<file path="src/design/yfc_pkg.sv">
// ----------------------------------------------------------------------------
// yfc_pkg: shared types, constants and helpers of the YUV frame crossfade
// Holds the coefficient table in units of 1e-5, the stage enable bundle
// handed to the color converter, and the 0..255 saturation of the output stages.
// ----------------------------------------------------------------------------
`timescale 1ns / 1ps

package yfc_pkg;

  // Default fractional bits of the fixed-point coefficients
  localparam int unsigned DefCoefFracBits = 16;

  // Width of a signed channel sum before saturation
  localparam int unsigned SumW = 13;

  // YUV to RGB coefficient magnitudes, units of 1e-5
  localparam longint KRv = 140200;
  localparam longint KGu = 34413;
  localparam longint KGv = 71414;
  localparam longint KBu = 177200;

  // RGB to YUV coefficient magnitudes, units of 1e-5
  localparam longint KYr = 29900;
  localparam longint KYg = 58700;
  localparam longint KYb = 11400;
  localparam longint KUr = 16870;
  localparam longint KUg = 33130;
  localparam longint KUb = 50000;
  localparam longint KVr = 50000;
  localparam longint KVg = 41870;
  localparam longint KVb = 8130;

  // Rounding offset and scale for the coefficient table
  localparam longint KHalf  = 50000;
  localparam longint KScale = 100000;

  // Chroma offset
  localparam logic [7:0] ChromaOfs = 8'd128;

  // Load enables of the two register stages inside the color converter
  typedef struct packed {
    logic s0;
    logic s1;
  } yfc_rgb_en_t;

  // Clamp a signed channel sum to 0..255
  function automatic logic [7:0] sat8(input logic signed [SumW-1:0] v);
    logic [7:0] r;
    if (v < 0) begin
      r = 8'd0;
    end else if (v > SumW'(255)) begin
      r = 8'hFF;
    end else begin
      r = v[7:0];
    end
    return r;
  endfunction

endpackage

</file>
<file path="src/design/yfc_intf.sv">
// ----------------------------------------------------------------------------
// yfc_intf: stream channels of the YUV frame crossfade
// Pixel pair input, mixed pixel output and the blend weight write channel,
// each a valid/ready channel with source and sink modports.
// ----------------------------------------------------------------------------
`timescale 1ns / 1ps

interface yfc_pix_if;
  logic       valid;
  logic       ready;
  logic [7:0] luma_first;
  logic [7:0] cb_first;
  logic [7:0] cr_first;
  logic [7:0] luma_second;
  logic [7:0] cb_second;
  logic [7:0] cr_second;

  modport source (
    output valid, luma_first, cb_first, cr_first, luma_second, cb_second, cr_second,
    input  ready
  );
  modport sink (
    input  valid, luma_first, cb_first, cr_first, luma_second, cb_second, cr_second,
    output ready
  );
endinterface

interface yfc_mix_if;
  logic       valid;
  logic       ready;
  logic [7:0] luma_mixed;
  logic [7:0] cb_mixed;
  logic [7:0] cr_mixed;

  modport source (
    output valid, luma_mixed, cb_mixed, cr_mixed,
    input  ready
  );
  modport sink (
    input  valid, luma_mixed, cb_mixed, cr_mixed,
    output ready
  );
endinterface

interface yfc_cfg_if;
  logic       valid;
  logic       ready;
  logic [7:0] blend_weight;

  modport source (
    output valid, blend_weight,
    input  ready
  );
  modport sink (
    input  valid, blend_weight,
    output ready
  );
endinterface

</file>
<file path="src/design/yfc_to_rgb.sv">
// ----------------------------------------------------------------------------
// yfc_to_rgb: two-stage full-range YUV to RGB converter
// Stage 0 registers the four coefficient products, stage 1 truncates them
// toward zero, adds luma and saturates each channel to 0..255.
// ----------------------------------------------------------------------------
`timescale 1ns / 1ps

module yfc_to_rgb import yfc_pkg::*; #(
  parameter int unsigned COEF_FRAC_BITS = DefCoefFracBits
) (
  input  logic        clk_i,
  input  yfc_rgb_en_t en_i,
  input  logic [7:0]  luma_i,
  input  logic [7:0]  cb_i,
  input  logic [7:0]  cr_i,
  output logic [7:0]  red_o,
  output logic [7:0]  green_o,
  output logic [7:0]  blue_o
);

  // Coefficient magnitude, signed product and truncated term widths
  localparam int unsigned CW = COEF_FRAC_BITS + 1;
  localparam int unsigned PW = CW + 10;
  localparam int unsigned TW = PW - COEF_FRAC_BITS;

  localparam logic [CW-1:0] QRv = CW'(((KRv << COEF_FRAC_BITS) + KHalf) / KScale);
  localparam logic [CW-1:0] QGu = CW'(((KGu << COEF_FRAC_BITS) + KHalf) / KScale);
  localparam logic [CW-1:0] QGv = CW'(((KGv << COEF_FRAC_BITS) + KHalf) / KScale);
  localparam logic [CW-1:0] QBu = CW'(((KBu << COEF_FRAC_BITS) + KHalf) / KScale);

  localparam logic signed [PW-1:0] RndBias = PW'((longint'(1) << COEF_FRAC_BITS) - 1);

  // Divide by 2^COEF_FRAC_BITS, truncating toward zero
  function automatic logic signed [TW-1:0] trunc_div(input logic signed [PW-1:0] p);
    logic signed [PW-1:0] s;
    s = p + (p[PW-1] ? RndBias : '0);
    return s[PW-1:COEF_FRAC_BITS];
  endfunction

  logic signed [8:0]    du;
  logic signed [8:0]    dv;
  logic [7:0]           luma_q;
  logic signed [PW-1:0] prv_q, prv_d;
  logic signed [PW-1:0] pgu_q, pgu_d;
  logic signed [PW-1:0] pgv_q, pgv_d;
  logic signed [PW-1:0] pbu_q, pbu_d;

  logic signed [SumW-1:0] sum_r;
  logic signed [SumW-1:0] sum_g;
  logic signed [SumW-1:0] sum_b;
  logic [7:0]             red_q, red_d;
  logic [7:0]             green_q, green_d;
  logic [7:0]             blue_q, blue_d;

  // Remove chroma offset and form the products
  always_comb begin
    du    = signed'({1'b0, cb_i}) - signed'({1'b0, ChromaOfs});
    dv    = signed'({1'b0, cr_i}) - signed'({1'b0, ChromaOfs});
    prv_d = PW'(signed'({1'b0, QRv})) * PW'(dv);
    pgu_d = PW'(signed'({1'b0, QGu})) * PW'(du);
    pgv_d = PW'(signed'({1'b0, QGv})) * PW'(dv);
    pbu_d = PW'(signed'({1'b0, QBu})) * PW'(du);
  end

  always_ff @(posedge clk_i) begin
    if (en_i.s0) begin
      luma_q <= luma_i;
      prv_q  <= prv_d;
      pgu_q  <= pgu_d;
      pgv_q  <= pgv_d;
      pbu_q  <= pbu_d;
    end
  end

  // Truncate, add luma and saturate
  always_comb begin
    sum_r   = signed'(SumW'(luma_q)) + SumW'(trunc_div(prv_q));
    sum_g   = signed'(SumW'(luma_q)) - SumW'(trunc_div(pgu_q)) - SumW'(trunc_div(pgv_q));
    sum_b   = signed'(SumW'(luma_q)) + SumW'(trunc_div(pbu_q));
    red_d   = sat8(sum_r);
    green_d = sat8(sum_g);
    blue_d  = sat8(sum_b);
  end

  always_ff @(posedge clk_i) begin
    if (en_i.s1) begin
      red_q   <= red_d;
      green_q <= green_d;
      blue_q  <= blue_d;
    end
  end

  assign red_o   = red_q;
  assign green_o = green_q;
  assign blue_o  = blue_q;

endmodule

</file>
<file path="src/design/yuv_frame_crossfade_core.sv">
// ----------------------------------------------------------------------------
// yuv_frame_crossfade_core: crossfade of two co-sited full-range YUV pixels
// Throughput: one pixel pair per cycle; an output stall holds each occupied
// stage whose successor cannot load, while empty stages still fill.
// Six stages: products, RGB, blend products, blend sum, YUV products, YUV.
// Reset clears all stage valid bits and sets the blend weight to 255.
// ----------------------------------------------------------------------------
`timescale 1ns / 1ps

module yuv_frame_crossfade_core import yfc_pkg::*; #(
  parameter int unsigned COEF_FRAC_BITS = DefCoefFracBits
) (
  input  logic  clk_i,
  input  logic  rst_ni,
  yfc_cfg_if.sink   cfg_i,
  yfc_pix_if.sink   pix_i,
  yfc_mix_if.source mix_o
);

  localparam int unsigned NStages = 6;
  localparam int unsigned CW      = COEF_FRAC_BITS + 1;
  localparam int unsigned UW      = CW + 8;

  localparam logic [CW-1:0] QYr = CW'(((KYr << COEF_FRAC_BITS) + KHalf) / KScale);
  localparam logic [CW-1:0] QYg = CW'(((KYg << COEF_FRAC_BITS) + KHalf) / KScale);
  localparam logic [CW-1:0] QYb = CW'(((KYb << COEF_FRAC_BITS) + KHalf) / KScale);
  localparam logic [CW-1:0] QUr = CW'(((KUr << COEF_FRAC_BITS) + KHalf) / KScale);
  localparam logic [CW-1:0] QUg = CW'(((KUg << COEF_FRAC_BITS) + KHalf) / KScale);
  localparam logic [CW-1:0] QUb = CW'(((KUb << COEF_FRAC_BITS) + KHalf) / KScale);
  localparam logic [CW-1:0] QVr = CW'(((KVr << COEF_FRAC_BITS) + KHalf) / KScale);
  localparam logic [CW-1:0] QVg = CW'(((KVg << COEF_FRAC_BITS) + KHalf) / KScale);
  localparam logic [CW-1:0] QVb = CW'(((KVb << COEF_FRAC_BITS) + KHalf) / KScale);

  // --------------------------------------------------------------------------
  // Blend weight register
  // --------------------------------------------------------------------------
  logic [7:0] weight_q;

  assign cfg_i.ready = 1'b1;

  always_ff @(posedge clk_i or negedge rst_ni) begin
    if (!rst_ni) begin
      weight_q <= 8'hFF;
    end else if (cfg_i.valid) begin
      weight_q <= cfg_i.blend_weight;
    end
  end

  // --------------------------------------------------------------------------
  // Pipeline control: a stage loads when empty or when its successor loads
  // --------------------------------------------------------------------------
  logic [NStages-1:0] vld_q, vld_d;
  logic [NStages:0]   en;
  yfc_rgb_en_t        rgb_en;

  always_comb begin
    en[NStages] = mix_o.ready;
    for (int k = NStages - 1; k >= 0; k--) begin
      en[k] = !vld_q[k] || en[k+1];
    end
    vld_d[0] = en[0] ? pix_i.valid : vld_q[0];
    for (int k = 1; k < NStages; k++) begin
      if (en[k]) begin
        vld_d[k] = vld_q[k-1];
      end else begin
        vld_d[k] = vld_q[k];
      end
    end
  end

  always_ff @(posedge clk_i or negedge rst_ni) begin
    if (!rst_ni) begin
      vld_q <= '0;
    end else begin
      vld_q <= vld_d;
    end
  end

  assign pix_i.ready = en[0];
  assign mix_o.valid = vld_q[NStages-1];
  assign rgb_en.s0   = en[0];
  assign rgb_en.s1   = en[1];

  // --------------------------------------------------------------------------
  // Stages 0 and 1: convert both pixels to RGB
  // --------------------------------------------------------------------------
  logic [7:0] ra, ga, ba;
  logic [7:0] rb, gb, bb;

  yfc_to_rgb #(
    .COEF_FRAC_BITS(COEF_FRAC_BITS)
  ) u_rgb_first (
    .clk_i  (clk_i),
    .en_i   (rgb_en),
    .luma_i (pix_i.luma_first),
    .cb_i   (pix_i.cb_first),
    .cr_i   (pix_i.cr_first),
    .red_o  (ra),
    .green_o(ga),
    .blue_o (ba)
  );

  yfc_to_rgb #(
    .COEF_FRAC_BITS(COEF_FRAC_BITS)
  ) u_rgb_second (
    .clk_i  (clk_i),
    .en_i   (rgb_en),
    .luma_i (pix_i.luma_second),
    .cb_i   (pix_i.cb_second),
    .cr_i   (pix_i.cr_second),
    .red_o  (rb),
    .green_o(gb),
    .blue_o (bb)
  );

  // --------------------------------------------------------------------------
  // Stage 2: weight both channels
  // --------------------------------------------------------------------------
  logic [8:0]  weight_c;
  logic [15:0] wa_r_q, wa_g_q, wa_b_q;
  logic [16:0] wb_r_q, wb_g_q, wb_b_q;

  assign weight_c = 9'd256 - {1'b0, weight_q};

  always_ff @(posedge clk_i) begin
    if (en[2]) begin
      wa_r_q <= 16'(ra) * 16'(weight_q);
      wa_g_q <= 16'(ga) * 16'(weight_q);
      wa_b_q <= 16'(ba) * 16'(weight_q);
      wb_r_q <= 17'(rb) * 17'(weight_c);
      wb_g_q <= 17'(gb) * 17'(weight_c);
      wb_b_q <= 17'(bb) * 17'(weight_c);
    end
  end

  // --------------------------------------------------------------------------
  // Stage 3: add and drop the eight weight bits
  // --------------------------------------------------------------------------
  logic [16:0] mix_r, mix_g, mix_b;
  logic [7:0]  m_r_q, m_g_q, m_b_q;

  always_comb begin
    mix_r = 17'(wa_r_q) + wb_r_q;
    mix_g = 17'(wa_g_q) + wb_g_q;
    mix_b = 17'(wa_b_q) + wb_b_q;
  end

  always_ff @(posedge clk_i) begin
    if (en[3]) begin
      m_r_q <= mix_r[15:8];
      m_g_q <= mix_g[15:8];
      m_b_q <= mix_b[15:8];
    end
  end

  // --------------------------------------------------------------------------
  // Stage 4: RGB to YUV products
  // --------------------------------------------------------------------------
  logic [UW-1:0] p_yr_q, p_yg_q, p_yb_q;
  logic [UW-1:0] p_ur_q, p_ug_q, p_ub_q;
  logic [UW-1:0] p_vr_q, p_vg_q, p_vb_q;

  always_ff @(posedge clk_i) begin
    if (en[4]) begin
      p_yr_q <= UW'(m_r_q) * UW'(QYr);
      p_yg_q <= UW'(m_g_q) * UW'(QYg);
      p_yb_q <= UW'(m_b_q) * UW'(QYb);
      p_ur_q <= UW'(m_r_q) * UW'(QUr);
      p_ug_q <= UW'(m_g_q) * UW'(QUg);
      p_ub_q <= UW'(m_b_q) * UW'(QUb);
      p_vr_q <= UW'(m_r_q) * UW'(QVr);
      p_vg_q <= UW'(m_g_q) * UW'(QVg);
      p_vb_q <= UW'(m_b_q) * UW'(QVb);
    end
  end

  // --------------------------------------------------------------------------
  // Stage 5: truncate, sum, add chroma offset and saturate
  // --------------------------------------------------------------------------
  logic signed [SumW-1:0] sum_y, sum_u, sum_v;
  logic [7:0]             luma_q, cb_q, cr_q;

  always_comb begin
    sum_y = SumW'(p_yr_q[UW-1:COEF_FRAC_BITS]) + SumW'(p_yg_q[UW-1:COEF_FRAC_BITS])
          + SumW'(p_yb_q[UW-1:COEF_FRAC_BITS]);
    sum_u = SumW'(ChromaOfs) + SumW'(p_ub_q[UW-1:COEF_FRAC_BITS])
          - SumW'(p_ur_q[UW-1:COEF_FRAC_BITS]) - SumW'(p_ug_q[UW-1:COEF_FRAC_BITS]);
    sum_v = SumW'(ChromaOfs) + SumW'(p_vr_q[UW-1:COEF_FRAC_BITS])
          - SumW'(p_vg_q[UW-1:COEF_FRAC_BITS]) - SumW'(p_vb_q[UW-1:COEF_FRAC_BITS]);
  end

  always_ff @(posedge clk_i) begin
    if (en[5]) begin
      luma_q <= sat8(sum_y);
      cb_q   <= sat8(sum_u);
      cr_q   <= sat8(sum_v);
    end
  end

  assign mix_o.luma_mixed = luma_q;
  assign mix_o.cb_mixed   = cb_q;
  assign mix_o.cr_mixed   = cr_q;

  // --------------------------------------------------------------------------
  // Assertions
  // --------------------------------------------------------------------------
  // A full, stalled pipeline must refuse new input
  a_full_stall: assert property (@(posedge clk_i) disable iff (!rst_ni)
    (&vld_q) && !mix_o.ready |-> !pix_i.ready)
    else $error("input accepted while pipeline full and stalled");

  // An input transfer lands in the first stage
  a_enter: assert property (@(posedge clk_i) disable iff (!rst_ni)
    pix_i.valid && pix_i.ready |=> vld_q[0])
    else $error("accepted pixel pair lost at pipeline entry");

  // A delivered result is not repeated when nothing follows it
  a_no_repeat: assert property (@(posedge clk_i) disable iff (!rst_ni)
    mix_o.valid && mix_o.ready && !vld_q[NStages-2] |=> !mix_o.valid)
    else $error("result repeated after output transfer");

  // The weight changes only through a configuration transfer
  a_weight_hold: assert property (@(posedge clk_i) disable iff (!rst_ni)
    !(cfg_i.valid && cfg_i.ready) |=> $stable(weight_q))
    else $error("blend weight changed without a write");

endmodule
</file>
<file path="src/flat_wrapper.sv">
// flat-port wrapper written by rule: the top's interface ports become plain ports
module yuv_frame_crossfade_core_flat import yfc_pkg::*;
#(
  parameter int unsigned COEF_FRAC_BITS = DefCoefFracBits
)
  (clk_i, rst_ni, cfg_i_valid, cfg_i_blend_weight, cfg_i_ready, pix_i_valid, pix_i_luma_first, pix_i_cb_first, pix_i_cr_first, pix_i_luma_second, pix_i_cb_second, pix_i_cr_second, pix_i_ready, mix_o_valid, mix_o_luma_mixed, mix_o_cb_mixed, mix_o_cr_mixed, mix_o_ready);
  yfc_cfg_if cfg_i_i ();
  yfc_pix_if pix_i_i ();
  yfc_mix_if mix_o_i ();
  input  logic clk_i;
  input  logic rst_ni;
  input wire logic [$bits(cfg_i_i.valid)-1:0] cfg_i_valid;
  input wire logic [$bits(cfg_i_i.blend_weight)-1:0] cfg_i_blend_weight;
  output wire logic [$bits(cfg_i_i.ready)-1:0] cfg_i_ready;
  input wire logic [$bits(pix_i_i.valid)-1:0] pix_i_valid;
  input wire logic [$bits(pix_i_i.luma_first)-1:0] pix_i_luma_first;
  input wire logic [$bits(pix_i_i.cb_first)-1:0] pix_i_cb_first;
  input wire logic [$bits(pix_i_i.cr_first)-1:0] pix_i_cr_first;
  input wire logic [$bits(pix_i_i.luma_second)-1:0] pix_i_luma_second;
  input wire logic [$bits(pix_i_i.cb_second)-1:0] pix_i_cb_second;
  input wire logic [$bits(pix_i_i.cr_second)-1:0] pix_i_cr_second;
  output wire logic [$bits(pix_i_i.ready)-1:0] pix_i_ready;
  output wire logic [$bits(mix_o_i.valid)-1:0] mix_o_valid;
  output wire logic [$bits(mix_o_i.luma_mixed)-1:0] mix_o_luma_mixed;
  output wire logic [$bits(mix_o_i.cb_mixed)-1:0] mix_o_cb_mixed;
  output wire logic [$bits(mix_o_i.cr_mixed)-1:0] mix_o_cr_mixed;
  input wire logic [$bits(mix_o_i.ready)-1:0] mix_o_ready;
  assign cfg_i_i.valid = cfg_i_valid;
  assign cfg_i_i.blend_weight = cfg_i_blend_weight;
  assign cfg_i_ready = cfg_i_i.ready;
  assign pix_i_i.valid = pix_i_valid;
  assign pix_i_i.luma_first = pix_i_luma_first;
  assign pix_i_i.cb_first = pix_i_cb_first;
  assign pix_i_i.cr_first = pix_i_cr_first;
  assign pix_i_i.luma_second = pix_i_luma_second;
  assign pix_i_i.cb_second = pix_i_cb_second;
  assign pix_i_i.cr_second = pix_i_cr_second;
  assign pix_i_ready = pix_i_i.ready;
  assign mix_o_valid = mix_o_i.valid;
  assign mix_o_luma_mixed = mix_o_i.luma_mixed;
  assign mix_o_cb_mixed = mix_o_i.cb_mixed;
  assign mix_o_cr_mixed = mix_o_i.cr_mixed;
  assign mix_o_i.ready = mix_o_ready;
  yuv_frame_crossfade_core #(.COEF_FRAC_BITS(COEF_FRAC_BITS)) u_core (.clk_i(clk_i), .rst_ni(rst_ni), .cfg_i(cfg_i_i), .pix_i(pix_i_i), .mix_o(mix_o_i));
endmodule
</file>
<file path="config.mk">
export PLATFORM = sky130hd
export DESIGN_NAME = yuv_frame_crossfade_core_flat
export DESIGN_NICKNAME = d
export VERILOG_FILES = /design/src/design/yfc_pkg.sv /design/src/design/yfc_intf.sv /design/src/design/yfc_to_rgb.sv /design/src/design/yuv_frame_crossfade_core.sv /design/src/flat_wrapper.sv
export SDC_FILE = /design/constraint.sdc
export NUM_CORES = 2
export LEC_CHECK = 0
export BUFFER_PORTS_ARGS = -buffer_cell sky130_fd_sc_hd__buf_4
export CELL_PAD_IN_SITES_DETAIL_PLACEMENT = 2
export CELL_PAD_IN_SITES_GLOBAL_PLACEMENT = 2
export CORE_MARGIN = 2
export CORE_UTILIZATION = 40
export CTS_BUF_LIST = sky130_fd_sc_hd__clkbuf_8
export DETAILED_ROUTE_END_ITERATION = 8
export PLACE_DENSITY = 0.86
export SYNTH_ARGS = -nofsm -noshare
export SYNTH_HDL_FRONTEND = slang
export SYNTH_SLANG_ARGS = --single-unit
</file>
<file path="constraint.sdc">
create_clock -name clk_i -period 10.71 [get_ports clk_i]
set_input_delay 0.5355 -clock clk_i [delete_from_list [all_inputs] [get_ports clk_i]]
set_output_delay 0.5355 -clock clk_i [all_outputs]
set_load 0.01 [all_outputs]
</file>
==> flow_metrics.env <==
export IMPL_ys_types=77
export IMPL_seq_area_frac_synth_pct=22.6
export IMPL_row_count=144
export IMPL_grt_max_degree=103
export IMPL_ios=88
export IMPL_firstDrtPassIters=5
export IMPL_initial_utilization_pct=40.2
export IMPL_synth_edff_count=453
export IMPL_synth_area_leader_cell="ha_1"
export IMPL_cts_made_buffers=97
export IMPL_hold_ws_ps=64.7
export IMPL_ant_nets=0
export IMPL_required_ps=11260
export IMPL_fin_crit_ps=7550
export IMPL_grt_ovfl_total=0
export IMPL_final_max_slew_viol_count=0
export IMPL_clockRootBuffer="clkbuf_8"
export IMPL_drt_total_wl_um=238000
export IMPL_antenna_found_initial=8
export IMPL_cp_end_kind="register"
export IMPL_grt_use_total_pct=30.3
export IMPL_tightest_slew_ps=1100
export IMPL_core_um2=154000
export IMPL_reg2regPathDepth=22
export IMPL_vias=48025
export IMPL_grt_pass1_wl_um=364000
export IMPL_setup_tns_ps=0
export IMPL_die_w_um=397
export IMPL_path_clk_slew_ps=70
export IMPL_port_buffers=86
export IMPL_area_growth_pct=9.14
export IMPL_cts_htree_levels=3
export IMPL_hold_violations=0
export IMPL_die_area_um2=157000
export IMPL_dp_cells=8069
export IMPL_yosysTopAreaCellShare_pct=26.3
export IMPL_setup_viol=0
export IMPL_max_freq_mhz=132
export IMPL_period_share_pct=70.5
export IMPL_fin_cells=8299
export IMPL_startpoint_type="register"
export IMPL_path_max_fanout=20
export IMPL_maxCapViolations=0
export IMPL_rr_endpoint="u_core.u_rgb_first.green_o[6]"
export IMPL_hold_path_end="u_core.u_rgb_second.prv_q[3]"
export IMPL_syn_area_per_cell_um2=10.3
export IMPL_cts_tree="yes"
export IMPL_die_h_um=397
export IMPL_arrival_ps=8110
export IMPL_drc=0
export IMPL_drt_iter0_markers=2843
export IMPL_crit_type="reg2reg"
export IMPL_fin_skew_ps=74.7
export IMPL_drive_above_1_share_pct=5.20
export IMPL_cts_buffer_depth=3
export IMPL_grt_pass1_vias=58066
export IMPL_viasPerCell=5.79
export IMPL_r2r_setup_slack_ps=3160
export IMPL_insertion_delay_ps=900
export IMPL_max_slew_margin_rel_pct=26.5
export IMPL_rsz0062_at_grt="no"
export IMPL_final_nets=8126
export IMPL_wl_per_cell_um=28.7
export IMPL_outcome="complete, no violations"
export IMPL_synth_main_ff_cell="edfxtp_1"
export IMPL_yosysWarnings=0
export IMPL_min_from="pix_i_cr_second[3]"
export IMPL_synth_top_cells_by_area="ha_1, edfxtp_1, fa_1"
export IMPL_hold_path_class="in2reg"
export IMPL_syn_nets=7939
export IMPL_dp_hpwl_um=164000
export IMPL_syn_instance_count=5978
export IMPL_gp_congestion=0.856
export IMPL_r2r_start="u_core.u_rgb_first.pgu_q[25]"
export IMPL_synth_seq_cells=467
export IMPL_holdPathStages=2
export IMPL_async_reset_ff_share_pct=3.00
export IMPL_synth_area_um2=61700
export IMPL_cts_sinks=467
-- repair_timing --
action,4_1_cts,5_1_grt
gates resized for setup,0,0
hold buffers,41,0
hold endpoints to repair,55,0
setup buffers,0,0
endpoints found under the setup margin,0,0
-- routing by layer --
metal | wire length, um | vias up | GRT usage [%]
met2 | 125000 | 1726 | 56.7
met4 | 17000 | 2 | 18.7
met5 | 12 | - | 0
met1 | 86300 | 24785 | 31.6
li1 | - | 20563 | -
met3 | 10000 | 949 | 4.63
-- final cells by class --
type	count	area, um2
fillers	15962	86300
diodes	10	25.0
flip-flops and latches	467	14000
well taps	2044	2560
multi-input cells	4366	43500
repair buffers	143	1190
inverters	1090	4090
clock inverters	77	617
clock buffers	102	1400
-- worst max-delay path, cell delays in order, from the launching register on --
cell	delay, ps
edfxtp_1	940
ha_1	380
a31o_2	250
a21oi_1	180
o21ai_0	170
a21oi_1	270
o21ai_0	260
a41o_1	410
a21oi_1	440
fa_1	580
inv_1	170
ha_1	270
nor2_1	100
fa_1	430
nor2b_1	140
o21ai_0	150
a21oi_1	290
o21ai_0	180
a21o_1	270
a21oi_1	240
a31oi_1	90
a2111oi_2	840
a21oi_1	240
-- registers in the layout, indices dropped and copies added (netlist names), 16 cells and up --
register                   cells
u_core.u_rgb_first.pgu_q      25
u_core.u_rgb_first.prv_q      27
u_core.u_rgb_second.pbu_q     23
u_core.wb_r_q                 16
u_core.wa_r_q                 16
u_core.wb_b_q                 16
u_core.u_rgb_first.pgv_q      18
u_core.u_rgb_second.pgu_q     25
u_core.wa_b_q                 16
u_core.u_rgb_second.pgv_q     18
u_core.wb_g_q                 16
u_core.wa_g_q                 16
u_core.u_rgb_first.pbu_q      23
u_core.u_rgb_second.prv_q     27
-- through the flow --
| stage | setup slack, ps | utilization [%] | area [um2] |
|---|---|---|---|
| final | 3160 | 43.8 | 67400 |
| after global routing | 3090 | 43.8 | 67400 |
| after CTS | 3710 | 43.8 | 67300 |
| after detailed placement | 4160 | 42.2 | 64900 |
| after global placement | 4650 | 42.2 | 64900 |
| after floorplan | 2230 | - | 61700 |
-- cells in the mapped netlist, drive strengths merged, types with 7 or more instances --
library cell	count
ha	1299
inv	1090
fa	601
edfxtp	453
nand2	341
xnor2	289
nor2	247
and2	241
a21oi	232
o21ai	132
o21a	108
nor3	107
xor2	95
nand3	90
a21o	85
clkbuf	47
nor2b	42
and3	36
nand2b	36
o21bai	31
a211oi	29
nand4	29
or2	28
a31oi	24
or3	24
o211ai	19
o41ai	18
a21boi	16
o2111ai	16
a31o	14
a211o	10
a41o	10
o41a	10
a2111oi	9
a41oi	9
and4	8
buf	8
dfstp	8
nor4	8
o211a	8
mux2	7
-- how the worst max path moves through the flow --
stage,start,to,slack [ps],depth (start not counted)
after CTS,u_core.u_rgb_first.pgu_q[25],u_core.u_rgb_first.green_o[1],3710,22
final,u_core.u_rgb_first.pgu_q[25],u_core.u_rgb_first.green_o[6],3160,22
after floorplan,mix_o_ready,u_core.u_rgb_first.luma_q[0],2230,4
after detailed placement,u_core.u_rgb_first.pgu_q[25],u_core.u_rgb_first.green_o[4],4160,22
after global routing,u_core.u_rgb_first.pgu_q[25],u_core.u_rgb_first.green_o[5],3090,22
after global placement,pix_i_cb_second[7],u_core.u_rgb_second.pbu_q[26],4650,20
-- layout by cell type, fill, tap and decap left out, types with 36 or more instances in the layout --
master and count:
nand3_1 89, nor2_1 247, nand2b_1 36, o21ai_0 128
dlygate4sd3_1 41, fa_1 601, and3_1 36, buf_4 101
nor3_1 105, xnor2_1 285, edfxtp_1 453, ha_1 1299
a21o_1 85, a21oi_1 231, and2_1 241, clkbuf_8 102
nor2b_1 42, nand2_1 339, inv_1 1110, o21a_1 108
xor2_1 94
-- cells by family (layout without fill, tap and decap cells) --
logic type | Yosys count | after routing | share of synthesized area [%]
adders and majority gates | 1900 | 1900 | 45.8
and+or+nand+nor | 1248 | 1248 | 9.95
buffers and inverters | 1145 | 1412 | 6.97
AOI/OAI and AO/OA | 820 | 820 | 8.94
DFF | 467 | 467 | 22.6
xor gates and xnor gates | 384 | 384 | 5.45
muxes | 13 | 13 | 0.225
other | 1 | 11 | 0.00608
Power is left out: the tool's default activity adds up to more than one toggle a clock period on the data nets, which glitch-free logic cannot reach.
